`src/sv/vdib_pkg.sv`:
```
package vdib_pkg;

    localparam int WINDOW_DEPTH = 5;
    localparam int MAX_VERTICES = 65536;
    localparam int WORDS_FULL   = 9;
    localparam int WORDS_PLAIN  = 7;
    localparam int WORD_W       = 32;
    localparam int INDEX_W      = 16;

    localparam int CNT_W  = $clog2(MAX_VERTICES + 1);
    localparam int FILL_W = $clog2(WINDOW_DEPTH + 1);
    localparam int POS_W  = (WINDOW_DEPTH > 1) ? $clog2(WINDOW_DEPTH) : 1;

    localparam int PADDR_W = 3;
    localparam logic [PADDR_W-1:0] ADDR_HAS_TEXCOORDS = 3'd0;

    localparam logic [WORD_W-1:0] MAG_MASK = 32'h7FFF_FFFF;
    localparam logic [WORD_W-1:0] EXP_INF  = 32'h7F80_0000;

    typedef logic [WORDS_FULL-1:0][WORD_W-1:0] vertex_t;

    // float equality on raw bits: signed zeros match, nan never matches
    function automatic logic word_equal(input logic [WORD_W-1:0] a,
                                        input logic [WORD_W-1:0] b);
        logic [WORD_W-1:0] ma;
        logic [WORD_W-1:0] mb;
        logic result;
        ma = a & MAG_MASK;
        mb = b & MAG_MASK;
        if ((ma > EXP_INF) || (mb > EXP_INF)) begin
            result = 1'b0;
        end else if ((ma == '0) && (mb == '0)) begin
            result = 1'b1;
        end else begin
            result = (a == b);
        end
        return result;
    endfunction

endpackage

```
`src/sv/vertex_dedup_index_builder.sv`:
```
// flow: a word accepted into the input stage is compared there and its result registered
//   into the output stage once that stage can take it (output empty or m_tready high)
// throughput: one vertex per cycle unless the output stalls; compare and update go together
// reset: aresetn low (synchronous) empties both stages, the window fill, the vertex count
//   and clears has_texcoords; window contents need no reset
module vertex_dedup_index_builder (
    input  logic                                    aclk,
    input  logic                                    aresetn,
    // pos_x, pos_y, pos_z, col_r, col_g, col_b, col_a, tex_u, tex_v
    input  logic [vdib_pkg::WORDS_FULL*vdib_pkg::WORD_W-1:0] s_tdata,
    // start_buffer
    input  logic                                    s_tuser,
    input  logic                                    s_tvalid,
    output logic                                    s_tready,
    // vertex_index
    output logic [vdib_pkg::INDEX_W-1:0]            m_tdata,
    // is_new, overflow
    output logic [1:0]                              m_tuser,
    output logic                                    m_tvalid,
    input  logic                                    m_tready,
    input  logic                                    psel,
    input  logic                                    penable,
    input  logic                                    pwrite,
    input  logic [vdib_pkg::PADDR_W-1:0]            paddr,
    input  logic [31:0]                             pwdata,
    output logic [31:0]                             prdata,
    output logic                                    pready
);

    localparam int DEPTH = vdib_pkg::WINDOW_DEPTH;

    logic                                in_valid_reg;
    vdib_pkg::vertex_t                   in_words_reg;
    logic                                in_start_reg;
    logic                                out_valid_reg;
    logic [vdib_pkg::INDEX_W-1:0]        out_index_reg;
    logic                                out_new_reg;
    logic                                out_ovf_reg;
    vdib_pkg::vertex_t                   window_reg [DEPTH];
    logic [vdib_pkg::FILL_W-1:0]         fill_reg;
    logic [vdib_pkg::CNT_W-1:0]          count_reg;
    logic                                tex_reg;

    logic                                advance;
    logic [vdib_pkg::FILL_W-1:0]         fill_eff;
    logic [vdib_pkg::CNT_W-1:0]          count_eff;
    logic [DEPTH-1:0]                    match;
    logic                                found;
    logic [vdib_pkg::POS_W-1:0]          hit_pos;
    logic [31:0]                         hit_index;
    logic [31:0]                         count_wide;
    logic                                full;
    logic                                append;
    logic [vdib_pkg::FILL_W-1:0]         fill_next;
    logic [vdib_pkg::CNT_W-1:0]          count_next;
    logic [vdib_pkg::INDEX_W-1:0]        index_next;
    logic                                new_next;
    logic                                ovf_next;
    logic                                out_valid_next;
    logic                                cfg_write;

    assign advance  = in_valid_reg && (!out_valid_reg || m_tready);
    assign s_tready = !in_valid_reg || advance;

    assign fill_eff  = in_start_reg ? '0 : fill_reg;
    assign count_eff = in_start_reg ? '0 : count_reg;

    // newest entry sits at the top position, valid entries fill down from it
    always_comb begin
        logic entry_eq;
        for (int p = 0; p < DEPTH; p++) begin
            entry_eq = (32'(p) + 32'(fill_eff)) >= 32'(DEPTH);
            for (int k = 0; k < vdib_pkg::WORDS_FULL; k++) begin
                if ((k < vdib_pkg::WORDS_PLAIN) || tex_reg) begin
                    entry_eq = entry_eq &&
                               vdib_pkg::word_equal(in_words_reg[k], window_reg[p][k]);
                end
            end
            match[p] = entry_eq;
        end
    end

    // oldest match wins: lowest position
    always_comb begin
        found   = 1'b0;
        hit_pos = '0;
        for (int p = DEPTH - 1; p >= 0; p--) begin
            if (match[p]) begin
                found   = 1'b1;
                hit_pos = vdib_pkg::POS_W'(p);
            end
        end
    end

    assign count_wide = 32'(count_eff);
    assign hit_index  = count_wide + 32'(hit_pos) - 32'(DEPTH);
    assign full       = count_eff >= vdib_pkg::CNT_W'(vdib_pkg::MAX_VERTICES);
    assign append     = !found && !full;

    always_comb begin
        priority if (found) begin
            index_next = hit_index[vdib_pkg::INDEX_W-1:0];
            new_next   = 1'b0;
            ovf_next   = 1'b0;
        end else if (full) begin
            index_next = '0;
            new_next   = 1'b0;
            ovf_next   = 1'b1;
        end else begin
            index_next = count_wide[vdib_pkg::INDEX_W-1:0];
            new_next   = 1'b1;
            ovf_next   = 1'b0;
        end
    end

    always_comb begin
        fill_next  = fill_eff;
        count_next = count_eff;
        if (append) begin
            count_next = count_eff + 1'b1;
            if (fill_eff != vdib_pkg::FILL_W'(DEPTH)) begin
                fill_next = fill_eff + 1'b1;
            end
        end
    end

    assign out_valid_next = advance || (out_valid_reg && !m_tready);

    assign cfg_write = psel && penable && pwrite && pready &&
                       (paddr == vdib_pkg::ADDR_HAS_TEXCOORDS);

    always_ff @(posedge aclk) begin
        if (!aresetn) begin
            in_valid_reg  <= 1'b0;
            out_valid_reg <= 1'b0;
            fill_reg      <= '0;
            count_reg     <= '0;
            tex_reg       <= 1'b0;
        end else begin
            if (s_tready) begin
                in_valid_reg <= s_tvalid;
            end
            out_valid_reg <= out_valid_next;
            if (advance) begin
                fill_reg  <= fill_next;
                count_reg <= count_next;
            end
            if (cfg_write) begin
                tex_reg <= pwdata[0];
            end
        end
    end

    always_ff @(posedge aclk) begin
        if (s_tready && s_tvalid) begin
            in_words_reg <= s_tdata;
            in_start_reg <= s_tuser;
        end
        if (advance) begin
            out_index_reg <= index_next;
            out_new_reg   <= new_next;
            out_ovf_reg   <= ovf_next;
        end
        if (advance && append) begin
            for (int p = 0; p < DEPTH - 1; p++) begin
                window_reg[p] <= window_reg[p+1];
            end
            window_reg[DEPTH-1] <= in_words_reg;
        end
    end

    assign m_tvalid = out_valid_reg;
    assign m_tdata  = out_index_reg;
    assign m_tuser  = {out_ovf_reg, out_new_reg};

    assign pready = 1'b1;
    assign prdata = (paddr == vdib_pkg::ADDR_HAS_TEXCOORDS) ? {31'b0, tex_reg} : 32'b0;

endmodule

```
`config.mk`:
```
export PLATFORM = sky130hd
export DESIGN_NAME = vertex_dedup_index_builder
export DESIGN_NICKNAME = d
export VERILOG_FILES = /design/src/sv/vdib_pkg.sv /design/src/sv/vertex_dedup_index_builder.sv
export SDC_FILE = /design/constraint.sdc
export NUM_CORES = 2
export LEC_CHECK = 0
export BUFFER_PORTS_ARGS = -buffer_cell sky130_fd_sc_hd__clkbuf_2
export CORE_MARGIN = 5
export CORE_UTILIZATION = 45
export CTS_BUF_LIST = sky130_fd_sc_hd__clkbuf_4 sky130_fd_sc_hd__clkbuf_8
export DETAILED_ROUTE_END_ITERATION = 10
export GPL_ROUTABILITY_DRIVEN = 0
export REMOVE_ABC_BUFFERS = 1
export SLEW_MARGIN = 25
export SYNTH_ARGS = -nofsm -noshare
export SYNTH_HDL_FRONTEND = slang
export SYNTH_SLANG_ARGS = --single-unit
export TNS_END_PERCENT = 100
```
`constraint.sdc`:
```
create_clock -name aclk -period 200.6 [get_ports aclk]
set_clock_uncertainty 0.2 [all_clocks]
set_input_delay 60.18 -clock aclk [delete_from_list [all_inputs] [get_ports aclk]]
set_output_delay 60.18 -clock aclk [all_outputs]
set_load 0.02 [all_outputs]
```
==> impl_metrics.json <==
{
  "seqCellArea_sq_um": 52900,
  "max_stage_delay_ns": 0.22,
  "cap_violations": 0,
  "power_switching_mw": 0.198,
  "drc": 0,
  "p_leak_nw": 26.3,
  "worst-setup-path-type": "in2out",
  "syn-instance-count": 5276,
  "grt-ovfl-total": 0,
  "via_count": 46102,
  "initial_core_util": 0.451,
  "fmax_mhz": 8.25,
  "worst_setup_path_start_kind": "primary input",
  "power_mw": 0.826,
  "cts-resized-gates": 0,
  "yosys_warnings": 0,
  "cellInternalPower_mw": 0.627,
  "cts_made_buffers": 318,
  "yosys-top-cells-area": "edfxtp_1, xnor2_1, nand4_1",
  "fin_area_sq_um": 87200,
  "seqPwrFrac": 0.550,
  "clk_latency_ns": 1.06,
  "crit_path_max_fanout": 2,
  "hpwlAfterDp_microns": 156000,
  "synth-main-ff-cell": "edfxtp_1",
  "firstDrtPassIters": 5,
  "routedWlPerCell_microns": 25.6,
  "grt_pass1_wl_microns": 302000,
  "layout-drive-gt1-share": 0.150,
  "cp_top_family": "simple AND/OR/NAND/NOR gates",
  "dp_cells": 7640,
  "vdd_drop_max_mv": 0.00837,
  "relSlewSlack": 0.264,
  "clock_path_buffers": 4,
  "hold_class": "reg2reg",
  "cts_tree": "yes",
  "setup_slack_ns": 79.43,
  "ant_nets": 0,
  "core.rowCount": 153,
  "final_cell_count_no_fill": 8195,
  "async_flop_share": 0,
  "final_util": 0.503,
  "antenna_found_initial": 4,
  "grt_use_total": 0.225,
  "synth_seq_cells": 1770,
  "cp_cell_sequence": "clkbuf_2 -> nor3_1 -> and2_1 -> clkbuf_2",
  "yosysTopAreaCellShare": 0.672,
  "cts-root-buf": "clkbuf_8",
  "io_buffers": 320,
  "largest_reg_flops": 1440,
  "worst_pin_slew_ns": 1.10,
  "swShare": 0.240,
  "crit_path_end_kind": "output port",
  "fp.dieW_microns": 427,
  "detailedPlace.worstSlack_ns": 79.43,
  "cpMostUsedCell": "clkbuf_2",
  "crit_arrival_ns": 60.79,
  "period_share": 0.604,
  "clk_pin_slew_worst_paths_ns": 0.06,
  "critical-path-slowest-cell": "nor3_1",
  "setup_tns_ns": 0,
  "min_period_ns": 121.17,
  "yosys.area.top_type": "edfxtp_1",
  "grt_pass1_vias": 46504,
  "maxSlewViolCount": 0,
  "hold_buffers": 0,
  "drt-total-wl_microns": 209000,
  "syn_avg_cell_area_sq_um": 14.8,
  "vias_per_cell": 5.63,
  "hold_violations": 0,
  "rsz0062_at_grt": "false",
  "fillers": 14638,
  "required_ns": 140.22,
  "comb_power_share": 0.057,
  "finalSetupViolations": 0,
  "fp.dieH_microns": 427,
  "status": "complete, no violations",
  "coreArea_sq_um": 173000,
  "synth_edf_count": 1747,
  "critPathBufInv": 2,
  "cts_max_level": 5,
  "synthToLayoutAreaGrowth_pct": 11.6,
  "clkSinkCount": 1770,
  "netlist-cell-type-count": 70,
  "io_pins": 384,
  "nets": 6012,
  "postPlaceCellArea_sq_um": 81100,
  "multi_input_area_sq_um": 23300,
  "cts_setup_buffers": 0,
  "synth_area_sq_um": 78100,
  "fin_hold_ws_ns": 0.256,
  "powerDensity_nw_per_um2": 9.47,
  "ys_seq_area_frac": 0.678,
  "clkPwrFrac": 0.393,
  "dieArea_sq_um": 182000,
  "drt-initial-drc-count": 4776,
  "grt_max_degree": 106
}
[layer usage]
layer	GRT usage	routed length (microns)	vias to the layer above
met5	0	0	-
met4	0.0953	9060	0
met3	0.0370	13500	499
met2	0.362	98100	1910
met1	0.306	88800	22836
li1	-	-	20857
[cells in the mapped netlist, drive strengths merged, types with 3 or more instances]
| library cell | count |
|---|---|
| edfxtp | 1747 |
| xnor2 | 1446 |
| nand4 | 562 |
| nor4 | 477 |
| buf | 298 |
| nand2 | 125 |
| nor2 | 103 |
| nor3 | 93 |
| o21ai | 75 |
| clkbuf | 43 |
| ha | 40 |
| inv | 32 |
| a22oi | 26 |
| nand3 | 24 |
| a21oi | 23 |
| dfxtp | 23 |
| and3 | 15 |
| nor2b | 14 |
| nand2b | 12 |
| and2 | 10 |
| a311oi | 9 |
| a21o | 7 |
| a311o | 7 |
| o31ai | 6 |
| xor2 | 6 |
| a222oi | 5 |
| a211oi | 4 |
| a31o | 4 |
| a31oi | 4 |
| or4 | 4 |
| a41o | 3 |
[kinds of logic after synthesis]
family | synth area share
AO/OA/AOI/OAI | 0.0166
buffers and inverters | 0.0258
XOR/XNOR | 0.163
multiplexers | 0.000401
AND/OR/NAND/NOR | 0.110
other | 0.0000962
flip-flops | 0.678
adder cells (fa/ha/maj) | 0.00666
[power groups by stage]
stage	Sequential, mW	Clock [mW]	Combinational, mW
floorplan	0.486	0	0.0316
global placement	0.460	0	0.0469
detailed placement	0.461	0	0.0471
CTS	0.453	0.333	0.0473
global route	0.456	0.350	0.0504
finish	0.454	0.325	0.0473
[worst paths after layout]
| path | from | end | slack [ns] | depth (start not counted) |
|---|---|---|---|---|
| min | window_reg[0][1279] | window_reg[0][991] | 0.26 | 0 |
| max reg2reg | in_words_reg[175] | window_reg[0][1284] | 191.30 | 17 |
| min reg2reg | window_reg[0][1279] | window_reg[0][991] | 0.26 | 0 |
| max | paddr[1] | prdata[0] | 79.43 | 4 |
[area by class of cell]
cell class,instances,area share
Antenna cell,7,0.000201
Timing Repair Buffer,355,0.0225
Clock buffer,415,0.0590
Inverter,33,0.00142
Tap cell,2325,0.0334
Sequential cell,1770,0.607
Multi-Input combinational cell,3162,0.267
Clock inverter,128,0.00931
[layout by cell type, fill, tap and decap left out, drive strengths merged, types with 3 or more instances in the layout]
master / count
inv: 34
clkinv: 110
nor2: 103
and2: 10
a41o: 3
nor3: 93
a31o: 4
a22oi: 26
a311o: 7
dfxtp: 23
conb: 32
bufinv: 9
or4: 4
clkbuf: 736
buf: 34
diode: 7
a21oi: 23
xor2: 6
a222oi: 5
xnor2: 1446
nand3: 24
a31oi: 4
nor2b: 14
nand4: 562
nand2: 125
and3: 15
edfxtp: 1747
clkinvlp: 8
o31ai: 6
a21o: 7
o21ai: 75
nand2b: 12
a211oi: 4
ha: 40
nor4: 477
a311oi: 9
(Power assumes the default switching activity.)
